--- src/rtl/core/flac_mbp_pkg.sv ---
// ----------------------------------------------------------------------------
// FLAC metadata parser package
// Shared types and constants for the byte parser, request queue and result
// stage.
// ----------------------------------------------------------------------------
`default_nettype none

package flac_mbp_pkg;

  // Parser phase
  typedef enum logic [1:0] {
    PH_MAGIC,
    PH_HEADER,
    PH_PAYLOAD,
    PH_IDLE
  } phase_t;

  // Result kinds as seen on the output
  typedef enum logic [1:0] {
    KIND_HEADER    = 2'd0,
    KIND_INFO      = 2'd1,
    KIND_BAD_MAGIC = 2'd2
  } kind_t;

  // Result stage state
  typedef enum logic [1:0] {
    BK_IDLE,
    BK_DIV,
    BK_FINISH
  } back_state_t;

  localparam int unsigned RATE_W     = 20;
  localparam int unsigned SAMPLES_W  = 36;
  localparam int unsigned DIVIDEND_W = 46;   // samples * 1000 fits in 46 bits

  localparam logic [31:0] MAGIC_WORD     = 32'h664C6143;  // "fLaC"
  localparam logic [4:0]  HDR_LAST_IDX   = 5'd3;
  localparam logic [4:0]  INFO_FIRST_POS = 5'd10;
  localparam logic [4:0]  INFO_LAST_POS  = 5'd17;
  localparam logic [4:0]  POS_MAX        = 5'd31;
  localparam logic [23:0] INFO_SPAN      = 24'd17;
  localparam logic [31:0] INFO_BACKUP    = 32'd17;
  localparam logic [6:0]  TYPE_STREAMINFO = 7'd0;
  localparam logic [5:0]  DIV_STEPS      = 6'd46;
  localparam logic [31:0] DUR_MAX        = 32'hFFFF_FFFF;

  // One request from the parser to the result stage
  typedef struct packed {
    kind_t                kind;
    logic [6:0]           block_type;
    logic [23:0]          block_size;
    logic [31:0]          data_offset;
    logic                 last_block;
    logic [RATE_W-1:0]    srate;
    logic [3:0]           channel_count;
    logic [SAMPLES_W-1:0] samples;
    logic                 walk_done;
  } req_t;

endpackage

`default_nettype wire

--- src/rtl/core/flac_metadata_block_parser.sv ---
// ----------------------------------------------------------------------------
// FLAC metadata block parser (top level)
// Byte-wise FLAC metadata walker with header reporting and stream info decode.
// ----------------------------------------------------------------------------
// Usage:
//   Input channel (in_valid / in_stall): one file byte per request, with
//   in_first_byte marking offset 0 and restarting the walk. The parser takes
//   one byte per cycle; it stalls only when its request queue is full.
//   Output channel (out_valid / out_stall): one result per request: block
//   header, decoded stream info, or bad magic.
//   Result path: header and bad magic results pass through the queue and the
//   output register. Stream info results first run the 46-step
//   one-bit-per-cycle duration divide in the result stage; header
//   results behind it wait in the queue, so order is kept.
//   Throughput: 1 byte per cycle sustained; the queue fills and the input
//   stalls only when several headers pile up behind a running divide or the
//   receiver stalls for a while.
//   Reset: synchronous active-low rst_n; the parser expects the magic on the
//   next byte and the queue and output register are emptied.
//   Receiver stall: the output register holds its result; the queue absorbs
//   new requests and the input stalls once it is full.
// ----------------------------------------------------------------------------
`default_nettype none

module flac_metadata_block_parser
  import flac_mbp_pkg::*;
#(
  parameter int unsigned MAX_BLOCKS = 64,  // walk stops after this many blocks
  parameter int unsigned FIFO_DEPTH = 4    // parser to result stage queue
) (
  input  wire logic        clk,
  input  wire logic        rst_n,
  // byte input
  input  wire logic        in_valid,
  output logic             in_stall,
  input  wire logic [7:0]  in_byte_value,
  input  wire logic        in_first_byte,
  // results
  output logic             out_valid,
  input  wire logic        out_stall,
  output logic [1:0]       out_result_kind,
  output logic [6:0]       out_block_type,
  output logic [23:0]      out_block_size,
  output logic [31:0]      out_data_offset,
  output logic             out_last_block,
  output logic [19:0]      out_srate,
  output logic [3:0]       out_channel_count,
  output logic [31:0]      out_length_msec,
  output logic             out_walk_done
);

  logic in_accept;
  logic push;
  req_t push_req;
  logic pop;
  req_t head;
  logic q_empty;
  logic q_full;

  // Stall on a full queue; the parser itself takes every byte it is offered.
  assign in_stall  = q_full;
  assign in_accept = in_valid && !in_stall;

  // Front: magic, header and payload walk
  flac_mbp_front #(
    .MAX_BLOCKS (MAX_BLOCKS)
  ) u_front (
    .clk        (clk),
    .rst_n      (rst_n),
    .accept     (in_accept),
    .byte_value (in_byte_value),
    .first_byte (in_first_byte),
    .push       (push),
    .req        (push_req)
  );

  // Queue lets the parser run on while a divide is in flight
  flac_mbp_fifo #(
    .DEPTH (FIFO_DEPTH)
  ) u_fifo (
    .clk     (clk),
    .rst_n   (rst_n),
    .push    (push),
    .wr_data (push_req),
    .pop     (pop),
    .rd_data (head),
    .empty   (q_empty),
    .full    (q_full)
  );

  // Back: duration divide and output register
  flac_mbp_back u_back (
    .clk                (clk),
    .rst_n              (rst_n),
    .head               (head),
    .fifo_empty         (q_empty),
    .pop                (pop),
    .out_stall          (out_stall),
    .out_valid          (out_valid),
    .out_result_kind    (out_result_kind),
    .out_block_type     (out_block_type),
    .out_block_size     (out_block_size),
    .out_data_offset    (out_data_offset),
    .out_last_block     (out_last_block),
    .out_srate          (out_srate),
    .out_channel_count  (out_channel_count),
    .out_length_msec    (out_length_msec),
    .out_walk_done      (out_walk_done)
  );

endmodule

`default_nettype wire

--- src/rtl/core/flac_mbp_front.sv ---
// ----------------------------------------------------------------------------
// FLAC metadata byte parser
// Walks magic, block headers and payloads one byte per accepted request and
// issues header / stream info / bad magic requests.
// ----------------------------------------------------------------------------
`default_nettype none

module flac_mbp_front
  import flac_mbp_pkg::*;
#(
  parameter int unsigned MAX_BLOCKS = 64
) (
  input  wire logic       clk,
  input  wire logic       rst_n,
  input  wire logic       accept,
  input  wire logic [7:0] byte_value,
  input  wire logic       first_byte,
  output logic            push,
  output req_t            req
);

  localparam logic [6:0] MAX_B = 7'(MAX_BLOCKS);

  phase_t      phase_r, phase_nxt, ph_c;
  logic [4:0]  idx_r, idx_nxt, idx_c;
  logic [31:0] hs_r, hs_nxt, hs_c;
  logic [23:0] rem_r, rem_nxt, rem_c;
  logic [6:0]  type_r, type_nxt, type_c;
  logic        last_r, last_nxt, last_c;
  logic [6:0]  blocks_r, blocks_nxt, blocks_c;
  logic [63:0] info_r, info_nxt, info_c;
  logic [31:0] off_r, off_nxt, off_c;

  logic [31:0] shift_w;
  logic [63:0] info_w;
  logic [6:0]  blocks_inc;
  logic        walk_c;
  logic        walk_h;
  logic [23:0] rem_dec;
  logic        emit;

  always_comb begin
    // first_byte restarts everything before this byte is used
    ph_c     = phase_r;
    idx_c    = idx_r;
    hs_c     = hs_r;
    rem_c    = rem_r;
    type_c   = type_r;
    last_c   = last_r;
    blocks_c = blocks_r;
    info_c   = info_r;
    off_c    = off_r;
    if (first_byte) begin
      ph_c     = PH_MAGIC;
      idx_c    = '0;
      hs_c     = '0;
      rem_c    = '0;
      type_c   = '0;
      last_c   = 1'b0;
      blocks_c = '0;
      info_c   = '0;
      off_c    = '0;
    end

    phase_nxt  = ph_c;
    idx_nxt    = idx_c;
    hs_nxt     = hs_c;
    rem_nxt    = rem_c;
    type_nxt   = type_c;
    last_nxt   = last_c;
    blocks_nxt = blocks_c;
    info_nxt   = info_c;
    off_nxt    = off_c + 32'd1;

    shift_w    = {hs_c[23:0], byte_value};
    info_w     = {info_c[55:0], byte_value};
    blocks_inc = blocks_c + 7'd1;
    walk_c     = last_c || (blocks_c >= MAX_B);
    walk_h     = shift_w[31] || (blocks_inc >= MAX_B);
    rem_dec    = rem_c - 24'd1;
    emit       = 1'b0;
    req        = '0;

    unique case (ph_c)
      PH_MAGIC: begin
        hs_nxt  = shift_w;
        idx_nxt = idx_c + 5'd1;
        if (idx_c >= HDR_LAST_IDX) begin
          idx_nxt = '0;
          if (shift_w == MAGIC_WORD) begin
            phase_nxt = PH_HEADER;
            hs_nxt    = '0;
          end else begin
            phase_nxt     = PH_IDLE;
            type_nxt      = '0;
            last_nxt      = 1'b0;
            emit          = 1'b1;
            req.kind      = KIND_BAD_MAGIC;
            req.walk_done = 1'b1;
          end
        end
      end
      PH_HEADER: begin
        hs_nxt  = shift_w;
        idx_nxt = idx_c + 5'd1;
        if (idx_c >= HDR_LAST_IDX) begin
          last_nxt   = shift_w[31];
          type_nxt   = shift_w[30:24];
          blocks_nxt = blocks_inc;
          idx_nxt    = '0;
          hs_nxt     = '0;
          info_nxt   = '0;
          emit               = 1'b1;
          req.kind           = KIND_HEADER;
          req.block_type     = shift_w[30:24];
          req.block_size     = shift_w[23:0];
          req.data_offset    = off_c + 32'd1;
          req.last_block     = shift_w[31];
          req.walk_done      = walk_h;
          if (shift_w[23:0] == 24'd0) begin
            phase_nxt = walk_h ? PH_IDLE : PH_HEADER;
          end else begin
            phase_nxt = PH_PAYLOAD;
            rem_nxt   = shift_w[23:0];
          end
        end
      end
      PH_PAYLOAD: begin
        if (type_c == TYPE_STREAMINFO && idx_c >= INFO_FIRST_POS &&
            idx_c <= INFO_LAST_POS) begin
          info_nxt = info_w;
        end
        // rate of zero: stream info is dropped
        if (type_c == TYPE_STREAMINFO && idx_c == INFO_LAST_POS &&
            info_w[63:44] != '0) begin
          emit               = 1'b1;
          req.kind           = KIND_INFO;
          req.block_type     = type_c;
          req.block_size     = rem_c + INFO_SPAN;
          req.data_offset    = off_c - INFO_BACKUP;
          req.last_block     = last_c;
          req.srate          = info_w[63:44];
          req.channel_count  = {1'b0, info_w[43:41]} + 4'd1;
          req.samples        = info_w[SAMPLES_W-1:0];
          req.walk_done      = walk_c;
        end
        if (idx_c < POS_MAX) begin
          idx_nxt = idx_c + 5'd1;
        end
        rem_nxt = rem_dec;
        if (rem_dec == 24'd0) begin
          idx_nxt   = '0;
          phase_nxt = walk_c ? PH_IDLE : PH_HEADER;
        end
      end
      PH_IDLE: begin
      end
    endcase

    push = accept && emit;
  end

  always_ff @(posedge clk) begin
    if (!rst_n) begin
      phase_r  <= PH_MAGIC;
      idx_r    <= '0;
      hs_r     <= '0;
      rem_r    <= '0;
      type_r   <= '0;
      last_r   <= 1'b0;
      blocks_r <= '0;
      info_r   <= '0;
      off_r    <= '0;
    end else if (accept) begin
      phase_r  <= phase_nxt;
      idx_r    <= idx_nxt;
      hs_r     <= hs_nxt;
      rem_r    <= rem_nxt;
      type_r   <= type_nxt;
      last_r   <= last_nxt;
      blocks_r <= blocks_nxt;
      info_r   <= info_nxt;
      off_r    <= off_nxt;
    end
  end

endmodule

`default_nettype wire

--- src/rtl/core/flac_mbp_fifo.sv ---
// ----------------------------------------------------------------------------
// FLAC metadata request queue
// Small register queue between the byte parser and the result stage.
// ----------------------------------------------------------------------------
`default_nettype none

module flac_mbp_fifo
  import flac_mbp_pkg::*;
#(
  parameter int unsigned DEPTH = 4
) (
  input  wire logic clk,
  input  wire logic rst_n,
  input  wire logic push,
  input  req_t      wr_data,
  input  wire logic pop,
  output req_t      rd_data,
  output logic      empty,
  output logic      full
);

  localparam int unsigned PTR_W = (DEPTH > 1) ? $clog2(DEPTH) : 1;
  localparam int unsigned CNT_W = $clog2(DEPTH + 1);
  localparam logic [PTR_W-1:0] LAST_PTR = PTR_W'(DEPTH - 1);
  localparam logic [CNT_W-1:0] DEPTH_C  = CNT_W'(DEPTH);

  req_t             slot_r [DEPTH];
  logic [PTR_W-1:0] wr_ptr_r, wr_ptr_nxt;
  logic [PTR_W-1:0] rd_ptr_r, rd_ptr_nxt;
  logic [CNT_W-1:0] count_r, count_nxt;

  assign empty   = (count_r == '0);
  assign full    = (count_r == DEPTH_C);
  assign rd_data = slot_r[rd_ptr_r];

  always_comb begin
    wr_ptr_nxt = wr_ptr_r;
    rd_ptr_nxt = rd_ptr_r;
    count_nxt  = count_r;
    if (push) begin
      wr_ptr_nxt = (wr_ptr_r == LAST_PTR) ? '0 : wr_ptr_r + PTR_W'(1);
    end
    if (pop) begin
      rd_ptr_nxt = (rd_ptr_r == LAST_PTR) ? '0 : rd_ptr_r + PTR_W'(1);
    end
    if (push && !pop) begin
      count_nxt = count_r + CNT_W'(1);
    end else if (pop && !push) begin
      count_nxt = count_r - CNT_W'(1);
    end
  end

  always_ff @(posedge clk) begin
    if (!rst_n) begin
      wr_ptr_r <= '0;
      rd_ptr_r <= '0;
      count_r  <= '0;
    end else begin
      wr_ptr_r <= wr_ptr_nxt;
      rd_ptr_r <= rd_ptr_nxt;
      count_r  <= count_nxt;
    end
  end

  always_ff @(posedge clk) begin
    if (push) begin
      slot_r[wr_ptr_r] <= wr_data;
    end
  end

  a_count_bound: assert property (@(posedge clk) disable iff (!rst_n)
    count_r <= DEPTH_C)
    else $error("queue count above depth");

  a_no_overflow: assert property (@(posedge clk) disable iff (!rst_n)
    (push && !pop) |-> !full)
    else $error("push into full queue");

  a_no_underflow: assert property (@(posedge clk) disable iff (!rst_n)
    pop |-> !empty)
    else $error("pop from empty queue");

endmodule

`default_nettype wire

--- src/rtl/core/flac_mbp_back.sv ---
// ----------------------------------------------------------------------------
// FLAC metadata result stage
// Drains the request queue into the output register; stream info requests
// first run a one-bit-per-cycle duration divide.
// ----------------------------------------------------------------------------
`default_nettype none

module flac_mbp_back
  import flac_mbp_pkg::*;
(
  input  wire logic               clk,
  input  wire logic               rst_n,
  input  req_t                    head,
  input  wire logic               fifo_empty,
  output logic                    pop,
  input  wire logic               out_stall,
  output logic                    out_valid,
  output logic [1:0]              out_result_kind,
  output logic [6:0]              out_block_type,
  output logic [23:0]             out_block_size,
  output logic [31:0]             out_data_offset,
  output logic                    out_last_block,
  output logic [RATE_W-1:0]       out_srate,
  output logic [3:0]              out_channel_count,
  output logic [31:0]             out_length_msec,
  output logic                    out_walk_done
);

  back_state_t           state_r, state_nxt;
  req_t                  hold_r, hold_nxt;
  logic [RATE_W-1:0]     rem_r, rem_nxt;
  logic [DIVIDEND_W-1:0] quo_r, quo_nxt;
  logic [5:0]            step_r, step_nxt;

  logic        ov_r, ov_nxt;
  req_t        ores_r, ores_nxt;
  logic [31:0] dur_r, dur_nxt;

  logic                  out_free;
  logic [RATE_W:0]       trial;
  logic [RATE_W:0]       diff;
  logic                  fits;
  logic [DIVIDEND_W-1:0] samples_ext;
  logic [DIVIDEND_W-1:0] dividend;

  always_comb begin
    out_free = !ov_r || !out_stall;

    // samples * 1000 = samples * (1024 - 16 - 8)
    samples_ext = DIVIDEND_W'(head.samples);
    dividend    = (samples_ext << 10) - (samples_ext << 4) - (samples_ext << 3);

    trial = {rem_r, quo_r[DIVIDEND_W-1]};
    fits  = trial >= {1'b0, hold_r.srate};
    diff  = trial - {1'b0, hold_r.srate};

    state_nxt = state_r;
    hold_nxt  = hold_r;
    rem_nxt   = rem_r;
    quo_nxt   = quo_r;
    step_nxt  = step_r;
    ores_nxt  = ores_r;
    dur_nxt   = dur_r;
    ov_nxt    = ov_r && out_stall;
    pop       = 1'b0;

    unique case (state_r)
      BK_IDLE: begin
        if (!fifo_empty) begin
          if (head.kind == KIND_INFO) begin
            pop       = 1'b1;
            hold_nxt  = head;
            rem_nxt   = '0;
            quo_nxt   = dividend;
            step_nxt  = '0;
            state_nxt = BK_DIV;
          end else if (out_free) begin
            pop      = 1'b1;
            ores_nxt = head;
            dur_nxt  = '0;
            ov_nxt   = 1'b1;
          end
        end
      end
      BK_DIV: begin
        rem_nxt  = fits ? diff[RATE_W-1:0] : trial[RATE_W-1:0];
        quo_nxt  = {quo_r[DIVIDEND_W-2:0], fits};
        step_nxt = step_r + 6'd1;
        if (step_r == DIV_STEPS - 6'd1) begin
          state_nxt = BK_FINISH;
        end
      end
      BK_FINISH: begin
        if (out_free) begin
          ores_nxt  = hold_r;
          dur_nxt   = (quo_r[DIVIDEND_W-1:32] != '0) ? DUR_MAX : quo_r[31:0];
          ov_nxt    = 1'b1;
          state_nxt = BK_IDLE;
        end
      end
      default: begin
        state_nxt = BK_IDLE;
      end
    endcase
  end

  always_ff @(posedge clk) begin
    if (!rst_n) begin
      state_r <= BK_IDLE;
      ov_r    <= 1'b0;
    end else begin
      state_r <= state_nxt;
      ov_r    <= ov_nxt;
    end
  end

  always_ff @(posedge clk) begin
    hold_r <= hold_nxt;
    rem_r  <= rem_nxt;
    quo_r  <= quo_nxt;
    step_r <= step_nxt;
    ores_r <= ores_nxt;
    dur_r  <= dur_nxt;
  end

  assign out_valid          = ov_r;
  assign out_result_kind    = ores_r.kind;
  assign out_block_type     = ores_r.block_type;
  assign out_block_size     = ores_r.block_size;
  assign out_data_offset    = ores_r.data_offset;
  assign out_last_block     = ores_r.last_block;
  assign out_srate          = ores_r.srate;
  assign out_channel_count  = ores_r.channel_count;
  assign out_length_msec    = dur_r;
  assign out_walk_done      = ores_r.walk_done;

  a_div_operand: assert property (@(posedge clk) disable iff (!rst_n)
    (state_r == BK_DIV) |->
      (hold_r.kind == KIND_INFO && hold_r.srate != '0))
    else $error("divide running without a stream info request");

  a_rem_below_rate: assert property (@(posedge clk) disable iff (!rst_n)
    (state_r == BK_DIV) |-> (rem_r < hold_r.srate))
    else $error("partial remainder not below divisor");

  a_no_pop_busy: assert property (@(posedge clk) disable iff (!rst_n)
    (state_r != BK_IDLE) |-> !pop)
    else $error("queue popped while divide in progress");

endmodule

`default_nettype wire

--- config.mk ---
export PLATFORM = sky130hd
export DESIGN_NAME = flac_metadata_block_parser
export DESIGN_NICKNAME = d
export VERILOG_FILES = /design/src/rtl/core/flac_mbp_pkg.sv /design/src/rtl/core/flac_metadata_block_parser.sv /design/src/rtl/core/flac_mbp_front.sv /design/src/rtl/core/flac_mbp_fifo.sv /design/src/rtl/core/flac_mbp_back.sv
export SDC_FILE = /design/constraint.sdc
export NUM_CORES = 2
export LEC_CHECK = 0
export BUFFER_PORTS_ARGS = -buffer_cell sky130_fd_sc_hd__buf_2
export CORE_MARGIN = 8
export CORE_UTILIZATION = 58
export CTS_BUF_LIST = sky130_fd_sc_hd__clkbuf_2 sky130_fd_sc_hd__clkbuf_4 sky130_fd_sc_hd__clkbuf_8
export DETAILED_ROUTE_END_ITERATION = 6
export HOLD_SLACK_MARGIN = 0.06
export MAX_ROUTING_LAYER = met4
export PLACE_DENSITY = 0.83
export SLEW_MARGIN = 10
export SYNTH_ARGS = -nofsm -noshare
export SYNTH_HDL_FRONTEND = slang
export SYNTH_SLANG_ARGS = --single-unit
--- constraint.sdc ---
create_clock -name clk -period 10.7 [get_ports clk]
set_clock_uncertainty 0.2 [all_clocks]
set_input_delay 1.605 -clock clk [delete_from_list [all_inputs] [get_ports clk]]
set_output_delay 1.605 -clock clk [all_outputs]
set_load 0.005 [all_outputs]
==> metrics.md <==
| Metric | Value |
|---|---|
| Worst vdd ir | between 0.0003 and 0.0004 V |
| Setup crit start | in_first_byte |
| Number of synthesized flops with an enable pin | roughly 790 |
| Count leader, synth | edfxtp_1 |
| R2r endpoint | u_back.quo_r[37] |
| Final Setup Violations | 0 |
| Sequential-to-total area share from yosys stat | 60.4% |
| Post-Place Cells | ~4600 |
| Most frequent CP cell | buf_4 |
| Max-slew violations | 0 |
| Clock sinks | 964 |
| Data required, critical path | roughly 11000 ps |
| Horiz. Die Dim | 295 um |
| Net count, final | approximately 3800 |
| Tcrit/Tclk final | between 50% and 60% |
| Gr ovfl total | 0 |
| CTS tree | done |
| DP HPWL | ~69000 um |
| Multi-input gate area | 0.0166 sq mm |
| Die height | 295 um |
| Synth warn | 0 |
| Post-cts resize count | 0 |
| H-tree lvl count | 4 |
| Setup TNS | 0 ps |
| RSZ-0062 raised after global routing | no |
| DR WL/cell | around 22 um |
| # Post-CTS Setup Buffers | 0 |
| CP peak stage delay | about 910 ps |
| Worst hold slack | approximately 280 ps |
| Power per standard cell area | ~290 mW/mm^2 |
| Port bufs | 137 |
| Drt first pass iters | 7 |
| Synth area leaders | edfxtp_1 53%, dfxtp_1 7.5%, mux4_2 6.3%, nor2_1 3.5%, ha_1 2.6% |
| CTS max path bufs | 3 |
| Cells after Synth | 3587 |
| Fillcell total | between 5000 and 6000 |
| CP Capture Point | u_fifo.slot_r[1][30] |
| Total Power | ~0.015 W |
| Reg area | about 0.027 sq mm |
| Pin count of the biggest net entering global routing | just over 90 |
| Via count | between 30000 and 40000 |
| Netlist cell types | between 90 and 100 |
| Core footprint | approximately 0.077 sq mm |
| Most frequent cells after synthesis | 794 x edfxtp_1, 416 x nor2_1, 242 x nand2_1 |
| Fmax | roughly 160 MHz |
| Critical path arrival | 6560 ps |
| Slowest cell on the critical path | and2_4 |
| Startpoint types | primary input |
| Worst slew pin tran | 1270 ps |
| Clock slew at reported path FFs | 60 ps |
| Routability cong. | roughly 0.95 |
| Skew-Pair Late Insertion Delay | ~830 ps |
| Synthesized area | between 0.04 and 0.05 sq mm |
| Post-synth ARST share | 0% |
| Max cap viols | 0 |
| DR DRC count | 0 |
| Combinational fraction of design power | between 40% and 50% |
| Clock power share | about 22% |
| Seq cells post-synth | around 960 |
| Avg Cell Area, Syn | between 10 and 15 sq um |
| Clk root buf | clkbuf_8 |
| Status | completed |
| Leakage | about 17 nW |
| Final Hold Fails | 0 |
| Reg power frac | 34.4% |
| Initial antenna violation count | 7 |
| Syn Nets | about 3700 |
| First-pass GRT wire length | 165000 um |
| Hold-fix buffers, CTS | 0 |
| Ports | 138 |
| CP Cell Sequence | buf_4 -> inv_1 -> buf_4 -> nand2_1 -> inv_1 -> ha_1 -> nand2_1 -> a311oi_2 -> and2_4 -> buf_4 |
| Area added between synthesis and finish | 10.2% |
| Worst setup EP type | register |
| Hold/Removal Path Class | register to register |
| Starting Density | 58.4% |
| Row Count | around 100 |
| Setup CP Type | primary input to register |
| Worst-path fanout max | 63 |
| Fin cells | ~4900 |
| Sw frac | a little under two fifths |
| P_int | approximately 0.0092 W |
| Cell accounting for the most synthesized area | edfxtp_1 |
| Vias in the first global route | between 20000 and 30000 |
| Worst R2R Path Depth | 13 |
| Switching Power | about 0.0055 W |
| DR iter-0 viols | approximately 3600 |
| Post-DRT Antenna Nets | 0 |
| CTS Buf Count | 151 |
| Tmin final | 6340 ps |
| WL final | 106000 um |
| Vias per inst | about 6.3 |
| Synth Flop Type | edfxtp_1 |
| GRT Total Usage | between 20% and 30% |
| R2R setup slack | 5360 ps |
| Die Area | 0.0869 sq mm |
| Layout cells sized above 1 | between 10% and 20% |
| Slew headroom | between 10% and 20% |
| Synth top area share | 52.9% |
[layout by cell type (no fill, tap or decap), drive strengths merged, types with 18 or more instances in the layout]
cell type / n
nand4: 25
o21ai: 190
clkinv: 51
a22oi: 125
nor2: 416
nor2b: 34
and2: 73
xor2: 57
mux4: 127
inv: 115
xnor2: 52
mux2: 77
ha: 93
fa: 31
buf: 175
dfxtp: 170
o22ai: 18
nand2: 243
nor3: 41
and3: 29
clkbuf: 209
nor4: 35
a31oi: 26
edfxtp: 794
or3: 22
a21o: 33
a21oi: 208
nand3: 83
a211oi: 22
[state kept, by name (all words and copies together) (netlist names), 20 cells and up, named ones only]
name and cells:
u_back.out_length_msec 32, u_front.off_r 32, u_front.rem_r 24, u_back.hold_r 91, u_back.quo_r 46, u_front.hs_r 24
u_back.out_block_size 24, u_back.out_srate 20, u_fifo.slot_r 508, u_front.info_r 56, u_back.rem_r 20, u_back.out_data_offset 32
[worst min path at each step]
stage	cells past startpoint	startpoint	slack, ps	end
global placement	2	u_front.info_r[4]	260	u_front.info_r[4]
global route	2	u_front.hs_r[1]	320	u_front.hs_r[1]
finish	2	u_front.info_r[3]	280	u_front.info_r[3]
floorplan	2	u_front.info_r[1]	250	u_front.info_r[1]
detailed placement	2	u_front.info_r[3]	270	u_front.info_r[3]
CTS	2	u_front.info_r[3]	280	u_front.info_r[3]
[worst max-delay path: cells and delay by family]
family	cells	cell delay [ps]
compound gates	1	890
fa+ha+maj	1	580
buf+inv	5	1740
simple gates	3	1640
[power by group through the flow]
| stage | registers [W] | clock network [W] | logic [W] |
|---|---|---|---|
| finish | 0.00504 | 0.00317 | 0.00643 |
| global route | 0.00508 | 0.00338 | 0.00711 |
| CTS | 0.00504 | 0.00322 | 0.00639 |
| detailed placement | 0.00511 | 0 | 0.00632 |
| global placement | 0.00510 | 0 | 0.00620 |
| floorplan | 0.00513 | 0 | 0.00476 |
[kinds of logic after synthesis]
group | synth area share, %
simple gates | 11.3
flops | 60.4
compound gates | 10.7
buf+inv | 2.96
mux | 8.60
fa+ha+maj | 3.96
xor+xnor | 2.12
[metal layers]
metal,vias up,share of wire [%],GRT usage [%]
met5,-,0,-
li1,13663,-,-
met2,1523,48,37.8
met4,0,3.1,8.75
met1,14946,40,33.0
met3,295,8.8,4.78
[per-stage QoR]
step           worst slack, ps  instance area, sq um  util (%)
2_1_floorplan             2970                 45100         -
3_3_place_gp              3880                 46600      60.3
3_5_place_dp              3760                 46600      60.3
4_1_cts                   4560                 49700      64.3
5_1_grt                   4190                 49700      64.4
6_report                  4360                 49700      64.4
[layout make-up]
cell class | count | area share, %
multi-input combinational | 2282 | 33.4
antenna | 7 | 0.0352
sequential | 964 | 54.8
clock inverter | 68 | 1.20
tap | 1040 | 2.62
inverter | 105 | 0.798
clock buffer | 209 | 5.07
timing repair buffer | 175 | 1.98
Note: power is estimated with default switching activity, not from simulation.
